### src/rtl/core/cmvm_pkg.sv
// Shared types and constants for the complex matrix-vector mixer.
// No dependencies; every other file of the block imports this package.
package cmvm_pkg;

	localparam int NUM_CH    = 4;
	localparam int SAMPLE_W  = 16;
	localparam int PROD_W    = 2 * SAMPLE_W;
	// Eight products of 32 bits, combined in pairs, summed over four columns
	localparam int ACC_W     = PROD_W + 3;
	localparam int NUM_REGS  = 2 * NUM_CH;
	localparam int REG_W     = NUM_CH * SAMPLE_W;
	localparam int CFG_IDX_W = 4;

	typedef logic signed [SAMPLE_W-1:0] sample_t;

	typedef struct packed {
		sample_t re;
		sample_t im;
	} cplx_t;

	typedef cplx_t [NUM_CH-1:0] cvec_t;

	typedef logic [NUM_REGS-1:0][REG_W-1:0] coef_bank_t;

	// Load enables of the pipeline stages behind the input register
	typedef struct packed {
		logic s2;
		logic s3;
		logic s4;
	} pipe_en_t;

	typedef enum logic [CFG_IDX_W-1:0] {
		CFG_ROW0_RE = 4'd0,
		CFG_ROW0_IM = 4'd1,
		CFG_ROW1_RE = 4'd2,
		CFG_ROW1_IM = 4'd3,
		CFG_ROW2_RE = 4'd4,
		CFG_ROW2_IM = 4'd5,
		CFG_ROW3_RE = 4'd6,
		CFG_ROW3_IM = 4'd7
	} cfg_idx_t;

	// Identity matrix in Q1.14 after reset
	localparam logic [REG_W-1:0] RST_ROW0_RE = 64'h0000_0000_0000_4000;
	localparam logic [REG_W-1:0] RST_ROW1_RE = 64'h0000_0000_4000_0000;
	localparam logic [REG_W-1:0] RST_ROW2_RE = 64'h0000_4000_0000_0000;
	localparam logic [REG_W-1:0] RST_ROW3_RE = 64'h4000_0000_0000_0000;
	localparam logic [REG_W-1:0] RST_IMAG    = 64'h0;

	localparam logic signed [ACC_W:0] SAT_HI = (ACC_W+1)'(32767);
	localparam logic signed [ACC_W:0] SAT_LO = -SAT_HI - (ACC_W+1)'(1);

endpackage

### src/rtl/core/cmvm_coef_bank.sv
// Coefficient register file: eight 64-bit rows of packed Q1.14 values.
// Depends on cmvm_pkg.
module cmvm_coef_bank import cmvm_pkg::*; (
	input  logic                 clk,
	input  logic                 arst_n,
	input  logic                 cfg_we,
	input  logic [CFG_IDX_W-1:0] cfg_index,
	input  logic [REG_W-1:0]     cfg_wdata,
	output coef_bank_t           coef
);

	coef_bank_t coef_q;

	always_ff @(posedge clk or negedge arst_n) begin
		if (!arst_n) begin
			coef_q[CFG_ROW0_RE] <= RST_ROW0_RE;
			coef_q[CFG_ROW0_IM] <= RST_IMAG;
			coef_q[CFG_ROW1_RE] <= RST_ROW1_RE;
			coef_q[CFG_ROW1_IM] <= RST_IMAG;
			coef_q[CFG_ROW2_RE] <= RST_ROW2_RE;
			coef_q[CFG_ROW2_IM] <= RST_IMAG;
			coef_q[CFG_ROW3_RE] <= RST_ROW3_RE;
			coef_q[CFG_ROW3_IM] <= RST_IMAG;
		end else if (cfg_we) begin
			unique case (cfg_index)
				CFG_ROW0_RE: coef_q[CFG_ROW0_RE] <= cfg_wdata;
				CFG_ROW0_IM: coef_q[CFG_ROW0_IM] <= cfg_wdata;
				CFG_ROW1_RE: coef_q[CFG_ROW1_RE] <= cfg_wdata;
				CFG_ROW1_IM: coef_q[CFG_ROW1_IM] <= cfg_wdata;
				CFG_ROW2_RE: coef_q[CFG_ROW2_RE] <= cfg_wdata;
				CFG_ROW2_IM: coef_q[CFG_ROW2_IM] <= cfg_wdata;
				CFG_ROW3_RE: coef_q[CFG_ROW3_RE] <= cfg_wdata;
				CFG_ROW3_IM: coef_q[CFG_ROW3_IM] <= cfg_wdata;
				default: ; // drop writes beyond the register list
			endcase
		end
	end

	assign coef = coef_q;

endmodule

### config.mk
export PLATFORM = sky130hd
export DESIGN_NAME = cmvm_coef_bank
export DESIGN_NICKNAME = d
export VERILOG_FILES = /design/src/rtl/core/cmvm_pkg.sv /design/src/rtl/core/cmvm_coef_bank.sv
export SDC_FILE = /design/constraint.sdc
export NUM_CORES = 1
export LEC_CHECK = 0
export ABC_AREA = 0
export BUFFER_PORTS_ARGS = -buffer_cell sky130_fd_sc_hd__buf_2
export CAP_MARGIN = 15
export CORE_AREA = 2 2 229 231
export DETAILED_ROUTE_END_ITERATION = 8
export DIE_AREA = 0 0 231 233
export SYNTH_ARGS = -nofsm -noshare
export SYNTH_HDL_FRONTEND = slang
export SYNTH_SLANG_ARGS = --single-unit
### constraint.sdc
create_clock -name clk -period 0.87 [get_ports clk]
set_input_delay 0.1305 -clock clk [delete_from_list [all_inputs] [get_ports clk]]
set_output_delay 0.1305 -clock clk [all_outputs]
set_load 0.02 [all_outputs]
==> results of run 1 <==
-- layer usage --
layer / GRT usage [%] / part of all wire, % / vias to the layer above
li1: - / - / 5857
met1: 27.6 / 38 / 7265
met2: 39.3 / 51 / 518
met4: 9.98 / 4.3 / 0
met3: 6.81 / 6.7 / 152
met5: 0 / 0 / -
-- power by group through the flow --
stage,sequential (uW),combinational [uW],clock [uW]
floorplan,39400,5740,0
global placement,32400,22000,0
detailed placement,32700,22200,0
CTS,33600,31100,22800
global route,34500,34800,23900
finish,34000,33600,22500
-- worst reg2reg max path: stages, from the launching register on --
cell and delay [ns]:
dfrtp_1 0.42, buf_4 0.15, buf_4 0.12, mux2_2 0.26
-- Yosys cell counts, drive strengths merged --
master,count,share of area [%]
mux2,512,31
dfrtp,508,66
buf,54,1.7
dfstp,4,0.55
nand3b,3,0.18
nor3b,3,0.14
nand2,2,0.039
nor2,2,0.052
and3,1,0.033
or3,1,0.033
-- timing repair --
item	4_1_cts	5_1_grt
setup endpoints to repair	917	1019
gates cloned	7	32
gates resized for setup	1049	203
endpoints found under the hold margin	1017	8
buffers inserted	130	98
pin swaps	1	5
-- stage by stage --
stage | total power, uW | hold slack (ns) | cell area, um^2 | setup TNS [ns]
floorplan | 45200 | -0.165 | 19700 | -171.62
global placement | 54500 | -0.0116 | 24000 | -335.11
detailed placement | 54900 | -0.0113 | 24000 | -342.75
CTS | 87500 | -0.0329 | 30900 | -263.32
global route | 93200 | -0.0245 | 33000 | -311.22
finish | 90000 | -0.00318 | 33000 | -283.58
-- cells by family (layout without fill, tap and decap cells) --
group / count (synthesis) / in the layout / synth area share, %
buffers and inverters: 54 / 1080 / 1.69
multiplexers: 512 / 512 / 31.2
flip-flops: 512 / 512 / 66.7
AND/OR/NAND/NOR: 12 / 13 / 0.482
-- final timing paths --
check	end
max reg2reg	coef[32]
min in group clk	coef[257]
min	coef[350]
max	coef[14]
min reg2reg	coef[66]
max in group asynchronous	coef[107]
-- area by class of cell --
cell class,count,area [um^2]
Sequential cell,512,12800
Timing Repair Buffer,983,10700
Multi-Input combinational cell,525,6890
Fill cell,3506,18100
Clock buffer,86,1620
Tap cell,680,851
Clock inverter,11,91.3
==> impl_metrics.toml, run 1 <==
[final_layout]
instances_no_fill = 2797
num-nets-final = 2147
final_common_cell = "buf_6"
final_cell_mix = "538 x buf_6, 508 x dfrtp_1, 257 x mux2_2"
final_util_pct = 64.6
drive_gt1_share_pct = 71.9
antenna_cells = 0
largest_reg_flops = 512
syn_to_final_growth_pct = 71.6

[route]
first_pass_iters = 4
drt_iter0_markers = 629
drc = 0
vias = 13800
wirelength_mm = 72.6
ant_nets = 0
viasPerCell = 4.93
detail_route.wl_per_cell_um = 25.9

[global_routing]
track_usage_pct = 23.2
grt_max_degree = 57
first_global_vias = 14200
antenna_found_initial = 0
grt_pass1_wl_mm = 93.4
grt-ovfl-total = 0

[pwr]
power_frac_clock_pct = 25.0
p_switching_uw = 28600
p_per_area_nw_per_um2 = 2730
internal_power_uw = 61500
combPwrFrac_pct = 37.3
static-leakage-power_uw = 0.0161
switching_share_pct = 31.7
peakVddDrop_mv = 1.85
p_seq_share_pct = 37.7

[worst_setup_path]
timing.rr.start = "coef[32]"
crit_chain = "buf_6"
cp-end-kind = "output port"
crit_path_max_fanout = 2
arrival_ns = 1.27
cpLargestDelayFamily = "flip-flops"
crit_cells = 1
reg2reg_slack_ns = -0.18
path_class = "reg -> out"
slowest_stage = "dfstp_2"
required_ns = 0.74
r2r_cells = 3
cp-startpoint = "coef[14]"
slowest_delay_ns = 0.54
start_kind = "flip-flop"
crit_buf_inv = 1

[floorplan]
die_w_um = 231
initial_core_util_pct = 37.6
rows = 83
die_area_um2 = 53800
die_h_um = 233
io_pins = 583
core_um2 = 51100

[min_path]
hold_class = "in -> async"

[clocking]
cts_root_buf = "clkbuf_16"
cts_made_buffers = 54
clock-sinks = 512
clockBufferDepth = 3
path_clk_slew_ns = 0.06
postCtsHoldBufs = 65
insertion_delay_ns = 0.59
htree_levels = 2
cts_tree = "built"

[synthesis]
yosys_warnings = 0
syn_avg_cell_area_um2 = 17.6
synth.cell_area_um2 = 19200
synth.distinct_cells = 16
syn-num-nets = 1161
yosysSeqAreaShare_pct = 66.7
synth_cells = 1090
ys_seq_elements = 512

[status]
status = "complete, but fails checks"
violations = "hold timing, setup timing"

[placement]
pre_cts_ws_ns = -0.862
portBuffers = 582
hpwl_mm = 41.4
gp_congestion = 0.801
place_inst = 2382

[timing]
relSlewSlack_pct = 73.4
setup_viol = 1020
tightestPinTransition_ns = 0.400
slew_viol_final = 0
final.setup_skew_ns = 0
hold_violations = 3
layout_min_cycle_time_ns = 1.40
fin_ws_ns = -0.527
max_freq_ghz = 0.716
timing.hold.ws_ns = -0.00318
rsz0062_at_grt = "yes"
fin_crit_sh_pct = 161

[run]
maxCapViolations = 0
Power figures use the tool's default switching activity.
==> inputs of run 2 (changes only) <==
Settings changed: CORE_AREA 2 2 229 231 to unset, CORE_ASPECT_RATIO set to 0.75, CORE_MARGIN set to 1, CORE_UTILIZATION set to 40, DIE_AREA 0 0 231 233 to unset.
==> run 2 against run 1 <==
Net effect:
- the flow finishes with violations (setup timing)
- sequential cell count did not move
- clock power fell by 3%
- maximum frequency rose by 1.9%
- combinational power barely moved
- first-iteration DRC count fell by 16%
- routed wire length fell by 3.0%
- via count fell by 1.4%
- critical path depth did not move
- non-clock buffer count fell by 24
- register-to-register slack barely moved
- total power fell by 0.70%
- sequential share of layout area rose by 0.20 points
- critical endpoint is now coef[302]
- largest power group unchanged
==> impl_metrics.toml, run 2 (synthesized netlist as in run 1, its figures left out) <==
[status]
status = "complete, but fails checks"
violations = "setup timing"

[floorplan]
core_um2 = 47400
initial_core_util_pct = 40.6
die_w_um = 255
die_h_um = 192
rows = 69
io_pins = 583
die_area_um2 = 49000

[route]
viasPerCell = 4.99
drt_iter0_markers = 530
drc = 0
wirelength_mm = 70.4
vias = 13600
ant_nets = 0
detail_route.wl_per_cell_um = 25.8
first_pass_iters = 5

[worst_setup_path]
crit_chain = "buf_6"
cp-startpoint = "coef[302]"
arrival_ns = 1.24
timing.rr.start = "coef[35]"
path_class = "reg -> out"
crit_buf_inv = 1
required_ns = 0.74
start_kind = "flip-flop"
cp-end-kind = "output port"
crit_path_max_fanout = 2
cpLargestDelayFamily = "flip-flops"
reg2reg_slack_ns = -0.17
slowest_stage = "dfstp_2"
slowest_delay_ns = 0.55

[min_path]
hold_class = "in -> async"

[pwr]
power_frac_clock_pct = 24.5
p_seq_share_pct = 37.9
p_per_area_nw_per_um2 = 2720
peakVddDrop_mv = 1.96
combPwrFrac_pct = 37.6
internal_power_uw = 61200
switching_share_pct = 31.5
p_switching_uw = 28200
static-leakage-power_uw = 0.0160

[final_layout]
largest_reg_flops = 512
final_cell_mix = "568 x buf_6, 508 x dfrtp_1, 263 x mux2_4"
num-nets-final = 2119
syn_to_final_growth_pct = 70.7
final_cell_area_um2 = 32800
final_common_cell = "buf_6"
final_util_pct = 69.3
drive_gt1_share_pct = 71.7
instances_no_fill = 2725
antenna_cells = 0
num-fill-cells = 2996

[timing]
fin_ws_ns = -0.501
setup_viol = 998
relSlewSlack_pct = 76.4
tightestPinTransition_ns = 0.355
fin_crit_sh_pct = 158
slew_viol_final = 0
timing.hold.ws_ns = 0.0572
max_freq_ghz = 0.730
layout_min_cycle_time_ns = 1.37
final.setup_skew_ns = 0
hold_violations = 0
rsz0062_at_grt = "yes"

[clocking]
cts_made_buffers = 50
cts_root_buf = "clkbuf_16"
clock-sinks = 512
htree_levels = 2
cts_tree = "built"
clockBufferDepth = 3
insertion_delay_ns = 0.57
path_clk_slew_ns = 0.06

[placement]
gp_congestion = 0.789
hpwl_mm = 39.0
placed_cell_area_um2 = 23800
place_inst = 2325
pre_cts_ws_ns = -0.737
portBuffers = 582

[global_routing]
grt-ovfl-total = 0
antenna_found_initial = 0
grt_pass1_wl_mm = 91.5
grt_max_degree = 66
first_global_vias = 14200
track_usage_pct = 25.1

[run]
maxCapViolations = 0
run 2: cell count changes in the layout (fill, tap and decap cells not counted), sizes merged:
cell	delta
clkinv	-2
clkbuf	-6
inv	-1
buf	-22
run 2: power by group through the flow:
stage | sequential (uW) | combinational, uW | clock (uW)
floorplan | 39400 | 5740 | 0
global route | 34400 | 35000 | 23200
finish | 33900 | 33600 | 21900
CTS | 33500 | 31200 | 22100
detailed placement | 32600 | 22100 | 0
global placement | 32300 | 21900 | 0
run 2: final cells by class:
cell class	instances	area [um^2]	area share [%]
well taps	639	800	2.44
multi-input cells	525	6920	21.1
flip-flops and latches	512	12800	39.0
clock inverters	8	72.6	0.221
clock buffers	82	1580	4.80
repair buffers	959	10600	32.4
run 2: timing repair:
action                                   CTS  global route
hold buffers                              65             0
setup buffers                            138           106
resized for setup                       1082           216
gates cloned                              10            27
pin swaps                                  3             3
endpoints found under the setup margin   917           988
endpoints found under the hold margin   1022             0
run 2: final timing paths:
| kind | to | depth (start not counted) |
|---|---|---|
| setup / recovery | coef[302] | 1 |
| hold / removal | coef[450] | 2 |
| setup reg to reg | coef[35] | 3 |
| hold reg to reg | coef[188] | 1 |
| max in group asynchronous | coef[469] | 4 |
| min in group clk | coef[351] | 5 |
run 2: metal layers:
layer | vias up | track usage [%] | part of all wire [%]
met1 | 7177 | 30.0 | 40
li1 | 5798 | - | -
met3 | 131 | 7.66 | 6.8
met5 | - | 0 | 0
met2 | 491 | 42.5 | 50
met4 | 0 | 9.35 | 3.5
run 2: stage by stage:
step	power, uW	TNS (ns)
after floorplan	45200	-171.62
final	89400	-254.41
after CTS	86800	-227.14
after global routing	92700	-279.02
after global placement	54200	-327.18
after detailed placement	54700	-331.54
